--- config.mk ---
export PLATFORM = sky130hd
export DESIGN_NAME = priority_event_retry_buffer
export DESIGN_NICKNAME = d
export VERILOG_FILES = /design/src/perb_pkg.sv /design/src/perb_mem.sv /design/src/perb_ctrl.sv /design/src/priority_event_retry_buffer.sv
export SDC_FILE = /design/constraint.sdc
export NUM_CORES = 2
export LEC_CHECK = 0
export CAP_MARGIN = 20
export CORE_UTILIZATION = 30
export DETAILED_ROUTE_END_ITERATION = 6
export DONT_BUFFER_PORTS = 1
export HOLD_SLACK_MARGIN = 0.08
export SLEW_MARGIN = 20
export SYNTH_ARGS = -nofsm -noshare
export SYNTH_HDL_FRONTEND = slang
export SYNTH_SLANG_ARGS = --single-unit
--- constraint.sdc ---
create_clock -name clk -period 11.6 [get_ports clk]
set_clock_uncertainty 0.15 [all_clocks]
set_input_delay 2.32 -clock clk [delete_from_list [all_inputs] [get_ports clk]]
set_output_delay 2.32 -clock clk [all_outputs]
set_load 0.05 [all_outputs]
--- src/perb_pkg.sv ---
// perb_pkg: shared types, constants and codes of the priority event retry buffer.
// Used by perb_mem, perb_ctrl and priority_event_retry_buffer. No dependencies.
`default_nettype none
package perb_pkg;

  localparam int SLOTS   = 16;
  localparam int SLOT_W  = $clog2(SLOTS);
  localparam int LINK_W  = SLOT_W + 1;
  localparam int PAY_W   = 32;
  localparam int PRIO_W  = 3;
  localparam int USER_W  = 16;
  localparam int RETRY_W = 8;
  localparam int FLAG_W  = 4;

  // link: top bit set means nil
  typedef logic [LINK_W-1:0] link_t;
  localparam link_t LINK_NIL = link_t'(1) << SLOT_W;

  localparam logic [FLAG_W-1:0] F_USED   = 4'h1;
  localparam logic [FLAG_W-1:0] F_ACTIVE = 4'h2;
  localparam logic [FLAG_W-1:0] F_PROC   = 4'h4;
  localparam logic [FLAG_W-1:0] F_FAIL   = 4'h8;

  localparam logic [PRIO_W-1:0] PRIO_MAX = {PRIO_W{1'b1}};
  localparam logic [SLOT_W-1:0] SLOT_LAST = SLOT_W'(SLOTS - 1);

  typedef enum logic [1:0] {
    ACT_ADD     = 2'd0,
    ACT_GET     = 2'd1,
    ACT_DONE    = 2'd2,
    ACT_RESTORE = 2'd3
  } action_t;

  typedef struct packed {
    logic [FLAG_W-1:0]  flags;
    link_t              nxt;
    link_t              prv;
    logic [PRIO_W-1:0]  prio;
    logic [USER_W-1:0]  owner;
    logic [PAY_W-1:0]   data;
    logic [RETRY_W-1:0] retries;
  } ent_t;

  typedef struct packed {
    logic              rd_en;
    logic [SLOT_W-1:0] rd_addr;
    logic              wr_en;
    logic [SLOT_W-1:0] wr_addr;
    ent_t              wr_data;
  } mem_req_t;

  typedef enum logic [4:0] {
    S_IDLE, S_FF_STEP, S_FF_EV, S_VA0, S_VA_RD, S_VA_EV, S_VB0, S_VB_RD, S_VB_EV,
    S_NW_WR, S_NW_T_RD, S_NW_T_WR, S_GT_RD, S_GT_EV, S_DN_RD, S_DN_EV,
    S_RS_RD, S_RS_EV, S_WK_NX, S_UL0, S_UL_P_RD, S_UL_P_WR, S_UL_TL,
    S_UL_N_RD, S_UL_N_WR, S_NP0, S_NP_RD, S_NP_EV, S_FIN
  } state_t;

  typedef struct packed {
    logic              ok;
    logic [PAY_W-1:0]  payload;
    logic [USER_W-1:0] user;
    logic [PRIO_W-1:0] prio;
    logic              evicted;
    logic              nothing_pending;
  } result_t;

endpackage
`default_nettype wire

--- src/perb_mem.sv ---
// perb_mem: slot memory, one write and one registered read per cycle.
// Per-slot valid bits make unwritten slots read as free with nil links. Uses perb_pkg.
`default_nettype none
module perb_mem
  import perb_pkg::*;
(
  input  wire logic     clk,
  input  wire logic     rst_n,
  input  wire mem_req_t req,
  output ent_t          rd_ent
);

  ent_t             mem [SLOTS];
  logic [SLOTS-1:0] vld_r;
  ent_t             rdata_r;
  logic             rvld_r;
  logic             fwd;

  assign fwd = req.wr_en && (req.wr_addr == req.rd_addr);

  // valid bits
  always_ff @(posedge clk) begin
    if (!rst_n) begin
      vld_r <= '0;
    end else if (req.wr_en) begin
      vld_r[req.wr_addr] <= 1'b1;
    end
  end

  // array write
  always_ff @(posedge clk) begin
    if (req.wr_en) begin
      mem[req.wr_addr] <= req.wr_data;
    end
  end

  // registered read, write data forwarded on same address
  always_ff @(posedge clk) begin
    if (req.rd_en) begin
      rdata_r <= fwd ? req.wr_data : mem[req.rd_addr];
      rvld_r  <= fwd | vld_r[req.rd_addr];
    end
  end

  // unwritten slot: free, nil links
  always_comb begin
    rd_ent = rdata_r;
    if (!rvld_r) begin
      rd_ent.flags = '0;
      rd_ent.nxt   = LINK_NIL;
      rd_ent.prv   = LINK_NIL;
    end
  end

endmodule
`default_nettype wire

--- src/perb_ctrl.sv ---
// perb_ctrl: sequencer that walks the slot chain through perb_mem.
// Read-modify-write of slot entries, unlink subroutine, pending scan. Uses perb_pkg.
`default_nettype none
module perb_ctrl
  import perb_pkg::*;
(
  input  wire logic               clk,
  input  wire logic               rst_n,
  input  wire logic               in_valid,
  output logic                    in_ready,
  input  wire logic [1:0]         in_action,
  input  wire logic [PAY_W-1:0]   in_payload,
  input  wire logic [PRIO_W-1:0]  in_priority,
  input  wire logic [USER_W-1:0]  in_user,
  input  wire logic               in_delivered,
  input  wire logic [RETRY_W-1:0] retry_max,
  output mem_req_t                req,
  input  wire ent_t               rd_ent,
  output logic                    res_valid,
  input  wire logic               res_take,
  output result_t                 res
);

  state_t             state_r, state_nxt, ret_r, ret_nxt;
  action_t            act_r, act_nxt;
  logic [PAY_W-1:0]   pay_r, pay_nxt;
  logic [PRIO_W-1:0]  prio_r, prio_nxt, low_r, low_nxt;
  logic [USER_W-1:0]  user_r, user_nxt;
  logic               deliv_r, deliv_nxt;
  logic [SLOT_W-1:0]  head_r, head_nxt, probe_r, probe_nxt;
  link_t              tail_r, tail_nxt, nx_r, nx_nxt, ul_link_r, ul_link_nxt;
  logic [SLOT_W-1:0]  s_r, s_nxt, cnt_r, cnt_nxt, w_r, w_nxt, ul_s_r, ul_s_nxt;
  ent_t               ul_ent_r, ul_ent_nxt;
  result_t            res_r, res_nxt;

  logic               active, pending, last, wr_f;
  link_t              fol;
  logic [PRIO_W-1:0]  low_min;
  logic [SLOT_W-1:0]  probe_inc;
  logic [FLAG_W-1:0]  f_new;
  logic [RETRY_W-1:0] r_new;
  ent_t               ent_mod;

  assign active    = (rd_ent.flags & (F_USED | F_ACTIVE)) == (F_USED | F_ACTIVE);
  assign pending   = active && ((rd_ent.flags & (F_PROC | F_FAIL)) == '0);
  assign fol       = rd_ent.nxt;
  assign last      = (cnt_r == SLOT_LAST) || fol[SLOT_W];
  assign low_min   = (rd_ent.prio < low_r) ? rd_ent.prio : low_r;
  assign probe_inc = (probe_r == SLOT_LAST) ? '0 : probe_r + 1'b1;
  assign in_ready  = (state_r == S_IDLE);
  assign res_valid = (state_r == S_FIN);
  assign res       = res_r;
  assign wr_f      = 1'b0;

  // state and working registers
  always_ff @(posedge clk) begin
    if (!rst_n) begin
      state_r <= S_IDLE;
      ret_r   <= S_IDLE;
      head_r  <= '0;
      tail_r  <= LINK_NIL;
      probe_r <= SLOT_LAST;
    end else begin
      state_r <= state_nxt;
      ret_r   <= ret_nxt;
      head_r  <= head_nxt;
      tail_r  <= tail_nxt;
      probe_r <= probe_nxt;
    end
  end

  always_ff @(posedge clk) begin
    act_r     <= act_nxt;
    pay_r     <= pay_nxt;
    prio_r    <= prio_nxt;
    user_r    <= user_nxt;
    deliv_r   <= deliv_nxt;
    low_r     <= low_nxt;
    nx_r      <= nx_nxt;
    ul_link_r <= ul_link_nxt;
    s_r       <= s_nxt;
    cnt_r     <= cnt_nxt;
    w_r       <= w_nxt;
    ul_s_r    <= ul_s_nxt;
    ul_ent_r  <= ul_ent_nxt;
    res_r     <= res_nxt;
  end

  // next state and memory requests
  always_comb begin
    state_nxt   = state_r;
    ret_nxt     = ret_r;
    act_nxt     = act_r;
    pay_nxt     = pay_r;
    prio_nxt    = prio_r;
    user_nxt    = user_r;
    deliv_nxt   = deliv_r;
    head_nxt    = head_r;
    tail_nxt    = tail_r;
    probe_nxt   = probe_r;
    low_nxt     = low_r;
    nx_nxt      = nx_r;
    ul_link_nxt = ul_link_r;
    s_nxt       = s_r;
    cnt_nxt     = cnt_r;
    w_nxt       = w_r;
    ul_s_nxt    = ul_s_r;
    ul_ent_nxt  = ul_ent_r;
    res_nxt     = res_r;
    f_new       = '0;
    r_new       = '0;
    ent_mod     = rd_ent;
    req         = '0;
    req.wr_en   = wr_f;

    unique case (state_r)
      S_IDLE: begin
        if (in_valid) begin
          act_nxt   = action_t'(in_action);
          pay_nxt   = in_payload;
          prio_nxt  = in_priority;
          user_nxt  = in_user;
          deliv_nxt = in_delivered;
          res_nxt   = '0;
          s_nxt     = head_r;
          cnt_nxt   = '0;
          unique case (action_t'(in_action))
            ACT_ADD: begin
              if (in_user == '0) begin
                state_nxt = S_NP0;
              end else if (tail_r[SLOT_W]) begin
                w_nxt     = head_r;
                state_nxt = S_NW_WR;
              end else begin
                state_nxt = S_FF_STEP;
              end
            end
            ACT_GET:  state_nxt = S_GT_RD;
            ACT_DONE: state_nxt = S_DN_RD;
            default: begin
              res_nxt.ok = 1'b1;
              state_nxt  = S_RS_RD;
            end
          endcase
        end
      end

      // rotating probe for a free slot
      S_FF_STEP: begin
        probe_nxt   = probe_inc;
        req.rd_en   = 1'b1;
        req.rd_addr = probe_inc;
        state_nxt   = S_FF_EV;
      end
      S_FF_EV: begin
        if (rd_ent.flags == '0) begin
          w_nxt     = probe_r;
          state_nxt = S_NW_WR;
        end else if (cnt_r == SLOT_LAST) begin
          state_nxt = S_VA0;
        end else begin
          cnt_nxt   = cnt_r + 1'b1;
          state_nxt = S_FF_STEP;
        end
      end

      // victim walk one: lowest priority, or a free slot on the chain
      S_VA0: begin
        s_nxt     = head_r;
        cnt_nxt   = '0;
        low_nxt   = PRIO_MAX;
        state_nxt = S_VA_RD;
      end
      S_VA_RD: begin
        req.rd_en   = 1'b1;
        req.rd_addr = s_r;
        state_nxt   = S_VA_EV;
      end
      S_VA_EV: begin
        if (rd_ent.flags == '0) begin
          w_nxt     = s_r;
          state_nxt = S_NW_WR;
        end else begin
          low_nxt = low_min;
          if (last) begin
            state_nxt = S_VB0;
          end else begin
            s_nxt     = fol[SLOT_W-1:0];
            cnt_nxt   = cnt_r + 1'b1;
            state_nxt = S_VA_RD;
          end
        end
      end

      // victim walk two: oldest entry at that priority
      S_VB0: begin
        s_nxt   = head_r;
        cnt_nxt = '0;
        if (low_r > prio_r) begin
          state_nxt = S_NP0;
        end else begin
          state_nxt = S_VB_RD;
        end
      end
      S_VB_RD: begin
        req.rd_en   = 1'b1;
        req.rd_addr = s_r;
        state_nxt   = S_VB_EV;
      end
      S_VB_EV: begin
        if (rd_ent.prio == low_r) begin
          w_nxt           = s_r;
          res_nxt.evicted = (rd_ent.flags & F_ACTIVE) != '0;
          ul_s_nxt        = s_r;
          ul_ent_nxt      = rd_ent;
          ret_nxt         = S_NW_WR;
          state_nxt       = S_UL0;
        end else if (last) begin
          state_nxt = S_NP0;
        end else begin
          s_nxt     = fol[SLOT_W-1:0];
          cnt_nxt   = cnt_r + 1'b1;
          state_nxt = S_VB_RD;
        end
      end

      // write new event, then link it behind the tail
      S_NW_WR: begin
        req.wr_en           = 1'b1;
        req.wr_addr         = w_r;
        req.wr_data.flags   = F_USED | F_ACTIVE;
        req.wr_data.nxt     = LINK_NIL;
        req.wr_data.prv     = tail_r;
        req.wr_data.prio    = prio_r;
        req.wr_data.owner   = user_r;
        req.wr_data.data    = pay_r;
        req.wr_data.retries = '0;
        res_nxt.ok          = 1'b1;
        if (tail_r[SLOT_W]) begin
          tail_nxt  = {1'b0, w_r};
          state_nxt = S_NP0;
        end else begin
          state_nxt = S_NW_T_RD;
        end
      end
      S_NW_T_RD: begin
        req.rd_en   = 1'b1;
        req.rd_addr = tail_r[SLOT_W-1:0];
        state_nxt   = S_NW_T_WR;
      end
      S_NW_T_WR: begin
        ent_mod.nxt = {1'b0, w_r};
        req.wr_en   = 1'b1;
        req.wr_addr = tail_r[SLOT_W-1:0];
        req.wr_data = ent_mod;
        tail_nxt    = {1'b0, w_r};
        state_nxt   = S_NP0;
      end

      // get: first pending event, owner filtered
      S_GT_RD: begin
        req.rd_en   = 1'b1;
        req.rd_addr = s_r;
        state_nxt   = S_GT_EV;
      end
      S_GT_EV: begin
        if (pending && (user_r == '0 || user_r == rd_ent.owner)) begin
          ent_mod.flags   = rd_ent.flags | F_PROC;
          req.wr_en       = 1'b1;
          req.wr_addr     = s_r;
          req.wr_data     = ent_mod;
          res_nxt.ok      = 1'b1;
          res_nxt.payload = rd_ent.data;
          res_nxt.user    = rd_ent.owner;
          res_nxt.prio    = rd_ent.prio;
          state_nxt       = S_NP0;
        end else if (last) begin
          state_nxt = S_NP0;
        end else begin
          s_nxt     = fol[SLOT_W-1:0];
          cnt_nxt   = cnt_r + 1'b1;
          state_nxt = S_GT_RD;
        end
      end

      // done: delete or fail in-flight events
      S_DN_RD: begin
        req.rd_en   = 1'b1;
        req.rd_addr = s_r;
        state_nxt   = S_DN_EV;
      end
      S_DN_EV: begin
        nx_nxt    = fol;
        state_nxt = S_WK_NX;
        if ((rd_ent.flags & F_PROC) != '0) begin
          f_new         = rd_ent.flags & ~F_PROC;
          ent_mod.flags = f_new;
          if (active && deliv_r) begin
            ul_s_nxt   = s_r;
            ul_ent_nxt = ent_mod;
            ret_nxt    = S_WK_NX;
            state_nxt  = S_UL0;
          end else begin
            if (active) begin
              ent_mod.flags = f_new | F_FAIL;
            end
            req.wr_en   = 1'b1;
            req.wr_addr = s_r;
            req.wr_data = ent_mod;
          end
        end
      end

      // restore: requeue, count retries, drop at the limit
      S_RS_RD: begin
        req.rd_en   = 1'b1;
        req.rd_addr = s_r;
        state_nxt   = S_RS_EV;
      end
      S_RS_EV: begin
        nx_nxt    = fol;
        state_nxt = S_WK_NX;
        if ((rd_ent.flags & (F_PROC | F_FAIL)) != '0) begin
          ent_mod.flags = rd_ent.flags & ~(F_PROC | F_FAIL);
          r_new         = rd_ent.retries + 1'b1;
          if (active && retry_max != '0) begin
            ent_mod.retries = r_new;
          end
          if (active && retry_max != '0 && r_new >= retry_max) begin
            res_nxt.ok = 1'b0;
            ul_s_nxt   = s_r;
            ul_ent_nxt = ent_mod;
            ret_nxt    = S_WK_NX;
            state_nxt  = S_UL0;
          end else begin
            req.wr_en   = 1'b1;
            req.wr_addr = s_r;
            req.wr_data = ent_mod;
          end
        end
      end

      // advance along the saved link
      S_WK_NX: begin
        if (nx_r[SLOT_W] || cnt_r == SLOT_LAST) begin
          state_nxt = S_NP0;
        end else begin
          s_nxt     = nx_r[SLOT_W-1:0];
          cnt_nxt   = cnt_r + 1'b1;
          state_nxt = (act_r == ACT_DONE) ? S_DN_RD : S_RS_RD;
        end
      end

      // unlink subroutine; slot keeps its links
      S_UL0: begin
        if (ul_ent_r.flags == '0) begin
          state_nxt = ret_r;
        end else begin
          ent_mod       = ul_ent_r;
          ent_mod.flags = '0;
          req.wr_en     = 1'b1;
          req.wr_addr   = ul_s_r;
          req.wr_data   = ent_mod;
          if (ul_s_r != head_r) begin
            state_nxt = ul_ent_r.prv[SLOT_W] ? S_UL_TL : S_UL_P_RD;
          end else if (tail_r != {1'b0, ul_s_r}) begin
            if (!ul_ent_r.nxt[SLOT_W]) begin
              head_nxt    = ul_ent_r.nxt[SLOT_W-1:0];
              ul_link_nxt = LINK_NIL;
              state_nxt   = S_UL_N_RD;
            end else begin
              state_nxt = ret_r;
            end
          end else begin
            tail_nxt  = LINK_NIL;
            state_nxt = ret_r;
          end
        end
      end
      S_UL_P_RD: begin
        req.rd_en   = 1'b1;
        req.rd_addr = ul_ent_r.prv[SLOT_W-1:0];
        state_nxt   = S_UL_P_WR;
      end
      S_UL_P_WR: begin
        ent_mod.nxt = ul_ent_r.nxt;
        req.wr_en   = 1'b1;
        req.wr_addr = ul_ent_r.prv[SLOT_W-1:0];
        req.wr_data = ent_mod;
        state_nxt   = S_UL_TL;
      end
      S_UL_TL: begin
        if (tail_r == {1'b0, ul_s_r}) begin
          tail_nxt  = ul_ent_r.prv;
          state_nxt = ret_r;
        end else if (!ul_ent_r.nxt[SLOT_W]) begin
          ul_link_nxt = ul_ent_r.prv;
          state_nxt   = S_UL_N_RD;
        end else begin
          state_nxt = ret_r;
        end
      end
      S_UL_N_RD: begin
        req.rd_en   = 1'b1;
        req.rd_addr = ul_ent_r.nxt[SLOT_W-1:0];
        state_nxt   = S_UL_N_WR;
      end
      S_UL_N_WR: begin
        ent_mod.prv = ul_link_r;
        req.wr_en   = 1'b1;
        req.wr_addr = ul_ent_r.nxt[SLOT_W-1:0];
        req.wr_data = ent_mod;
        state_nxt   = ret_r;
      end

      // pending scan for the status bit
      S_NP0: begin
        s_nxt                   = head_r;
        cnt_nxt                 = '0;
        res_nxt.nothing_pending = 1'b1;
        state_nxt               = S_NP_RD;
      end
      S_NP_RD: begin
        req.rd_en   = 1'b1;
        req.rd_addr = s_r;
        state_nxt   = S_NP_EV;
      end
      S_NP_EV: begin
        if (pending) begin
          res_nxt.nothing_pending = 1'b0;
          state_nxt               = S_FIN;
        end else if (last) begin
          state_nxt = S_FIN;
        end else begin
          s_nxt     = fol[SLOT_W-1:0];
          cnt_nxt   = cnt_r + 1'b1;
          state_nxt = S_NP_RD;
        end
      end

      S_FIN: begin
        if (res_take) begin
          state_nxt = S_IDLE;
        end
      end

      default: state_nxt = S_IDLE;
    endcase
  end

  // a request, once taken, keeps the block busy
  a_busy_after_accept: assert property (@(posedge clk) disable iff (!rst_n)
    (in_valid && in_ready) |=> !in_ready)
    else $error("input taken while a request was in progress");

  // no memory traffic while idle
  a_idle_quiet: assert property (@(posedge clk) disable iff (!rst_n)
    (state_r == S_IDLE) |-> (!req.wr_en && !req.rd_en))
    else $error("memory access while idle");

  // a taken result returns the block to idle
  a_fin_release: assert property (@(posedge clk) disable iff (!rst_n)
    (res_valid && res_take) |=> in_ready)
    else $error("result taken but block not idle");

  // unlink never returns into itself
  a_ret_sane: assert property (@(posedge clk) disable iff (!rst_n)
    (state_r == S_UL0) |-> (ret_r == S_NW_WR || ret_r == S_WK_NX))
    else $error("bad unlink return state");

endmodule
`default_nettype wire

--- src/priority_event_retry_buffer.sv ---
// Priority event retry buffer: a 16-slot event store kept as a doubly linked
// chain in arrival order, with add, get, done and restore requests.
//
// Input channel in_valid/in_ready carries one request; out_valid/out_ready
// returns exactly one result per request. Requests are handled one at a time
// by a sequencer that reads and writes one slot entry per cycle in a slot
// memory with a registered read. Before out_valid, a get walks the chain
// and then runs the pending scan; done and restore walk the chain, unlink
// each deleted event and run the scan; an add into a full store runs a
// probe pass, two victim walks, unlink, relink and the pending scan.
// The result is held in an output register; the next request is taken as
// soon as the sequencer is idle, even while that result still waits, and a
// finished request waits in place if the output register is still full.
// cfg_we/cfg_wdata write retry cap; user writes only while idle, unchecked.
// Reset (rst_n low, synchronous) clears all slots, links, head, tail and
// probe at once through per-slot valid bits; no clearing pass is needed.
// Depends on perb_pkg, perb_mem and perb_ctrl.
`default_nettype none
module priority_event_retry_buffer
  import perb_pkg::*;
(
  input  wire logic               clk,
  input  wire logic               rst_n,
  input  wire logic               in_valid,
  output logic                    in_ready,
  input  wire logic [1:0]         in_action,
  input  wire logic [PAY_W-1:0]   in_payload,
  input  wire logic [PRIO_W-1:0]  in_priority_req,
  input  wire logic [USER_W-1:0]  in_user_id,
  input  wire logic               in_delivered,
  output logic                    out_valid,
  input  wire logic               out_ready,
  output logic                    out_ok,
  output logic [PAY_W-1:0]        out_payload,
  output logic [USER_W-1:0]       out_user,
  output logic [PRIO_W-1:0]       out_priority,
  output logic                    out_evicted_active,
  output logic                    out_nothing_pending,
  input  wire logic               cfg_we,
  input  wire logic [RETRY_W-1:0] cfg_wdata
);

  mem_req_t           req;
  ent_t               rd_ent;
  result_t            res, out_r;
  logic               res_valid, res_take, out_valid_r;
  logic [RETRY_W-1:0] retry_max_r;

  assign res_take = !out_valid_r || out_ready;

  // configuration register
  always_ff @(posedge clk) begin
    if (!rst_n) begin
      retry_max_r <= '0;
    end else if (cfg_we) begin
      retry_max_r <= cfg_wdata;
    end
  end

  // output register
  always_ff @(posedge clk) begin
    if (!rst_n) begin
      out_valid_r <= 1'b0;
    end else if (res_take) begin
      out_valid_r <= res_valid;
    end
  end

  always_ff @(posedge clk) begin
    if (res_valid && res_take) begin
      out_r <= res;
    end
  end

  assign out_valid           = out_valid_r;
  assign out_ok              = out_r.ok;
  assign out_payload         = out_r.payload;
  assign out_user            = out_r.user;
  assign out_priority        = out_r.prio;
  assign out_evicted_active  = out_r.evicted;
  assign out_nothing_pending = out_r.nothing_pending;

  perb_mem u_mem (
    .clk    (clk),
    .rst_n  (rst_n),
    .req    (req),
    .rd_ent (rd_ent)
  );

  perb_ctrl u_ctrl (
    .clk          (clk),
    .rst_n        (rst_n),
    .in_valid     (in_valid),
    .in_ready     (in_ready),
    .in_action    (in_action),
    .in_payload   (in_payload),
    .in_priority  (in_priority_req),
    .in_user      (in_user_id),
    .in_delivered (in_delivered),
    .retry_max    (retry_max_r),
    .req          (req),
    .rd_ent       (rd_ent),
    .res_valid    (res_valid),
    .res_take     (res_take),
    .res          (res)
  );

endmodule
`default_nettype wire

* Word level (Yosys, flattened, before mapping)
Memories as Yosys holds them, arrays and structs flattened. A register that Yosys moved wholly into a read port is not among the register bits.
Index checks and enable logic that the tools add are counted.
Widths: inputs -> output; s select.
** Storage, ports and cells
- Register bits after elaboration :: 313
- Memory bits (writable) :: 1168
- Bits of input ports :: 67
- Output and inout bits :: 56
- Word-level logic and storage cells :: 297
- Memories kept :: 1
** Memories
- u_mem.mem :: words 16, width 73, rd ports 1, clocked after Yosys merged registers in 1, wr ports 1, line perb_mem.sv:13 : ent_t mem [SLOTS];
** Operators by class
- Add/subtract/negate cells :: 3
- Order comparisons :: 6
- Eq/ne operators :: 71
- Mux-type cells :: 118
- Bitwise logic cells :: 5
- Reductions and logical operators :: 52
** Operators by type and width (count)
- $pmux 78 s8 :: 1
- $mux 78 :: 6
- $mux 73 :: 5
- $pmux 73 s3 :: 1
- $mux 5 :: 36
- $pmux 5 s29 :: 1
- $mux 4 :: 31
- $pmux 51 s2 :: 1
- $eq 5x5->1 const B :: 13
- $mux 54 :: 1
- $mux 52 :: 1
- $eq 5x4->1 const B :: 8
- $logic_not 16->1 :: 2
- $ne 2x1->1 const B :: 16
- $pmux 4 s8 :: 1
- $ne 2x2->1 const B :: 15
- $pmux 5 s3 :: 2
- $pmux 4 s7 :: 1
- $pmux 5 s5 :: 1
- $eq 5x3->1 const B :: 4
- $pmux 5 s4 :: 1
- $eq 16x16->1 :: 1
- $or 16x16->16 :: 1
- $pmux 4 s4 :: 1
- 53 further kinds :: 104

* Longest topological paths before layout
- Depth after elaboration :: 12
- Gate-level depth with buffers :: 15
- Gate-level depth less buffers :: 13

* Hierarchy
A second synthesis with hierarchy kept.
** Second synthesis, totals
- Cell total of the unflattened synthesis :: 3226
- Area, all modules :: 61476.5 um2
** Modules (own cells, without submodules)
- perb_mem :: instances 1, cells each 2082, area each 47976.0 um2, seq. area each 37616.1 um2
- perb_ctrl :: instances 1, cells each 1060, area each 11533.6 um2, seq. area each 6706.4 um2
- priority_event_retry_buffer :: instances 1, cells each 84, area each 1966.9 um2, seq. area each 1801.7 um2

* Worst setup path after synthesis
Ideal clock, no wire load.
- Path kind :: reg2reg
- Start point :: register, netlist name u_mem.rd_ent[2]
- End point :: memory u_mem.mem[7][0] (netlist bit), enable pin
- Setup time :: 616 ps
- Data arrival time :: 8313 ps
- Data required time :: 10834 ps
- Slack :: 2522 ps
- Stages on the path, launching flop included :: 15
- Clock period less this slack :: 9078 ps
- Path through :: edfxtp_1 -> clkbuf_1 -> and3_1 -> and3_1 -> and3_1 -> xor2_1 -> ha_1 -> a21oi_1 -> o21ai_0 -> a41oi_1 -> o21a_1 -> clkbuf_1 -> o31ai_1 -> a221o_1 -> a211oi_1
** On the way
- Word-level cells in the longest chain between the ends :: 8
** RTL lines
- $add 8x1->8 * :: line perb_ctrl.sv:325 : r_new = rd_ent.retries + 1'b1;
- $ge 8x8->1 * :: line perb_ctrl.sv:329 : if (active && retry_max != '0 && r_new >= retry_max) begin
- $logic_and 1x1->1 * :: line perb_ctrl.sv:329
- $mux 78 * :: line perb_ctrl.sv:329
- $mux 78 * :: line perb_ctrl.sv:323 : if ((rd_ent.flags & (F_PROC | F_FAIL)) != '0) begin
- $pmux 78 s8 * :: line perb_ctrl.sv:116 : unique case (state_r)
- $mux 1 :: line perb_mem.sv:32 : if (req.wr_en) begin
- $mux 1 (implied by the code) :: line perb_mem.sv:33 : mem[req.wr_addr] <= req.wr_data;
- to (decl) :: line perb_mem.sv:13
Mark *: on every way between the ends. The rest lies on a longest branch, timed or not.

* Worst setup path after layout
- Start point :: register, netlist name u_mem.rd_ent[2]
- End point :: memory u_mem.mem[5][15] (netlist bit), enable pin
** On the way
- Word-level cells in the longest chain between the ends :: 8
** RTL lines (line)
- $add 8x1->8 * :: perb_ctrl.sv:325
- $ge 8x8->1 * :: perb_ctrl.sv:329
- $logic_and 1x1->1 * :: perb_ctrl.sv:329
- $mux 78 * :: perb_ctrl.sv:329
- $mux 78 * :: perb_ctrl.sv:323
- $pmux 78 s8 * :: perb_ctrl.sv:116
- $mux 1 :: perb_mem.sv:32
- $mux 1 (implied by the code) :: perb_mem.sv:33
Marked as above.

==> impl_metrics.ini <==
[run_status]
status = finished, violations left
violations = DRC

[layout]
layout.nets = 4186
fin_util = 0.343
syn2layout_area_growth_pct = 13.0
fillers = 19375
drive_gt1_frac = 0.101

[global_routing]
antenna_found_initial = 7
grt_pass1_vias = 34935
grt_max_degree = 210
grt_pass1_wl_mm = 233
track_usage = 0.148
gr-total-overflow = 0

[worst_setup_path]
critical_path.startpoint_type = flop
critPathRequiredTime_ns = 11.84
worst-r2r-setup-slack_ns = 5.69
cp-end-kind = flop
crit_fanout = 49
arrival_ns = 6.15
crit_start = u_mem.rd_ent[2]
crit_type = flop to flop
r2r_cells = 13
r2r-start = u_mem.rd_ent[2]
r2r-end = u_mem.mem[5][15]

[pwr]
p_per_area_nw_per_um2 = 227
seqPwrFrac = 0.460
ir_drop_mv = 0.211
total_power_uw = 16000
p_sw_uw = 5000
leakage_uw = 0.0234
p_sw_frac = 0.313
pwr-share-comb = 0.238
power.internal_uw = 11000
clkPwrFrac = 0.302

[logic_synthesis]
synth_edf_count = 1506
synthTopCellsByArea = edfxtp_1, nand2_1, a211oi_1, and2_1, mux2i_1
synth.lib_cells_used.distinct = 78
synth_most_common_cell = edfxtp_1
synth_top_area_frac = 0.726
yosys-top-cells-count = edfxtp_1, nand2_1, and2_1
synthesis.nets = 4207
syn_area_sq_um = 62300
synthCells = 4119
netlist.top_cell.by_area = edfxtp_1
yosysWarnings = 0
async_flop_share = 0
synth-main-ff-cell = edfxtp_1
ys_seq_elements = 1551
synth_area_per_cell_sq_um = 15.1
seq_area_frac_synth = 0.741

[clock_tree]
insertion_delay_ns = 0.80
cts.clk_slew.worst_paths_ns = 0.07
cts_tree = done
cts_root_buf = clkbuf_16
numCtsBuffers = 147
ctsResizeCount = 0
cts_htree_levels = 4
cts.sinks = 1551
ctsHoldBuffers = 0
clock_tree.buffer_depth = 3
postCtsSetupBuffers = 0

[floorplan]
die_width_microns = 458
coreArea_sq_um = 205000
initial_core_util = 0.303
die_area_sq_um = 209000
die_h_microns = 458
io_pins = 123
rows = 166

[drt]
drc = 17
drt_iter0_markers = 3301
dr.pass1.iters = 7
viasPerCell = 5.12
wl_per_cell_microns = 23.0
ant_nets = 0
vias = 35427
wl_mm = 159

[place]
dp_hpwl_mm = 87.1
place_congestion = 0.864
io_buffers = 0

[timing]
tightest_slew_ns = 1.11
maxSlewHeadroom = 0.262
finalMaxSlewViolations = 0
period_share = 0.509
final_hold_viol_count = 0
setup_viol = 0
max_freq_mhz = 169
fin_crit_ns = 5.91
rsz0062_at_grt = no
setup_tns_ns = 0

[hold_path]
hp-start = u_ctrl.res[33]
min_to = out_payload[12]
hp-class = flop to flop
min_path_cells = 0

[run]
cap_violations = 0
[flip-flops by register name (all words and copies together), names as in the netlist, 3 cells and up]
name              cells
u_mem.mem          1168
u_ctrl.ul_ent_r      73
u_mem.rd_ent         59
u_ctrl.res           54
out_payload          32
u_ctrl.pay_r         32
out_user             16
u_ctrl.user_r        16
u_mem.vld_r          16
u_mem.rdata_r        14
retry_max_r           8
u_ctrl.nx_r           5
u_ctrl.state_r        5
u_ctrl.tail_r         5
u_ctrl.ul_link_r      5
u_ctrl.cnt_r          4
u_ctrl.head_r         4
u_ctrl.probe_r        4
u_ctrl.s_r            4
u_ctrl.ul_s_r         4
u_ctrl.w_r            4
out_priority          3
u_ctrl.low_r          3
u_ctrl.prio_r         3
[critical path: stages, from the launching register on]
cell,delay (ns)
edfxtp_1,0.52
and3_1,0.26
and3_1,0.20
and3_1,0.23
xor2_1,0.15
ha_1,0.30
a21oi_1,0.14
o21ai_0,0.11
a41oi_1,0.41
o21a_1,0.50
or4_1,0.21
nand4_1,0.39
nor2_4,0.98
buf_4,0.91
[worst max path at each step]
stage                     cells past startpoint           endpoint  slack, ns
after global routing                         13   u_mem.mem[5][15]       5.41
after floorplan                              14    u_mem.mem[7][0]       2.52
final                                        13   u_mem.mem[5][15]       5.69
after CTS                                    15  u_mem.mem[15][70]       5.47
after detailed placement                     15   u_mem.mem[15][7]       5.51
after global placement                       15   u_mem.mem[15][7]       5.55
[placed cells by master, fill, tap and decap left out, types with 5 or more instances in the layout]
master and count:
clkinv_2 31, a22oi_1 17, a21o_1 5, nor3_1 12, mux2_2 76, nor2_1 90
o22ai_1 8, buf_12 6, edfxtp_1 1506, diode_2 12, nand4_1 10, and2_1 272
nand2_1 543, nor2_4 16, nor4_1 17, clkbuf_1 33, a221o_1 81, xor2_1 31
bufinv_16 14, and3_1 93, a21oi_1 32, dfxtp_1 45, inv_1 90, clkbuf_16 149
nand3_1 26, buf_4 78, a211oi_1 225, o21ai_0 49, nand2b_1 10, mux2i_1 160
a31oi_1 154, nor2b_1 11, inv_6 5, o32ai_1 76, clkinv_1 25, o21a_1 22
ha_1 21, xnor2_1 11, a222oi_1 57
[power groups by stage]
stage | Clock, uW | Sequential, uW | Combinational (uW)
final | 4820 | 7340 | 3800
after global routing | 5110 | 7370 | 4120
after CTS | 4910 | 7330 | 3820
after detailed placement | 0 | 7450 | 3810
after global placement | 0 | 7440 | 3780
after floorplan | 0 | 7280 | 2680
[layer usage]
metal  up-vias  share of wire  global-route usage
li1      15959              -                   -
met1     18002           0.41               0.188
met2      1185           0.49               0.252
met3       281          0.057              0.0210
met4         0          0.039              0.0663
met5         -              0                   0
[metrics by stage]
| step | setup slack [ns] | std cells | cell area [sq um] | hold slack (ns) |
|---|---|---|---|---|
| 5_1_grt | 5.41 | 6916 | 70400 | 0.273 |
| 3_5_place_dp | 5.51 | 6633 | 65400 | 0.255 |
| 4_1_cts | 5.47 | 6903 | 70200 | 0.267 |
| 6_report | 5.69 | 6919 | 70400 | 0.259 |
| 3_3_place_gp | 5.55 | 6633 | 65400 | 0.256 |
| 2_1_floorplan | 2.52 | 4119 | 62300 | 0.250 |
[area by class of cell]
type | instances | area, sq um | share of cell area
multi-input combinational | 2218 | 14900 | 0.212
tap | 2688 | 3360 | 0.0478
clock buffer | 184 | 3880 | 0.0551
sequential | 1551 | 46100 | 0.656
clock inverter | 86 | 918 | 0.0131
timing repair buffer | 88 | 779 | 0.0111
inverter | 92 | 347 | 0.00493
antenna | 12 | 30.0 | 0.000427
[cell families (layout without fill, tap and decap cells)]
kind of cell | count (synthesis) | in the layout | synth area share
adders and majority gates | 21 | 21 | 0.00422
xor gates and xnor gates | 42 | 42 | 0.00591
DFF | 1551 | 1551 | 0.741
other | 0 | 12 | 0
muxes | 240 | 240 | 0.0409
and+or+nand+nor | 1134 | 1134 | 0.0877
AOI/OAI and AO/OA | 781 | 781 | 0.0958
buffers and inverters | 350 | 450 | 0.0249
Note: power is estimated with default switching activity, not from simulation.
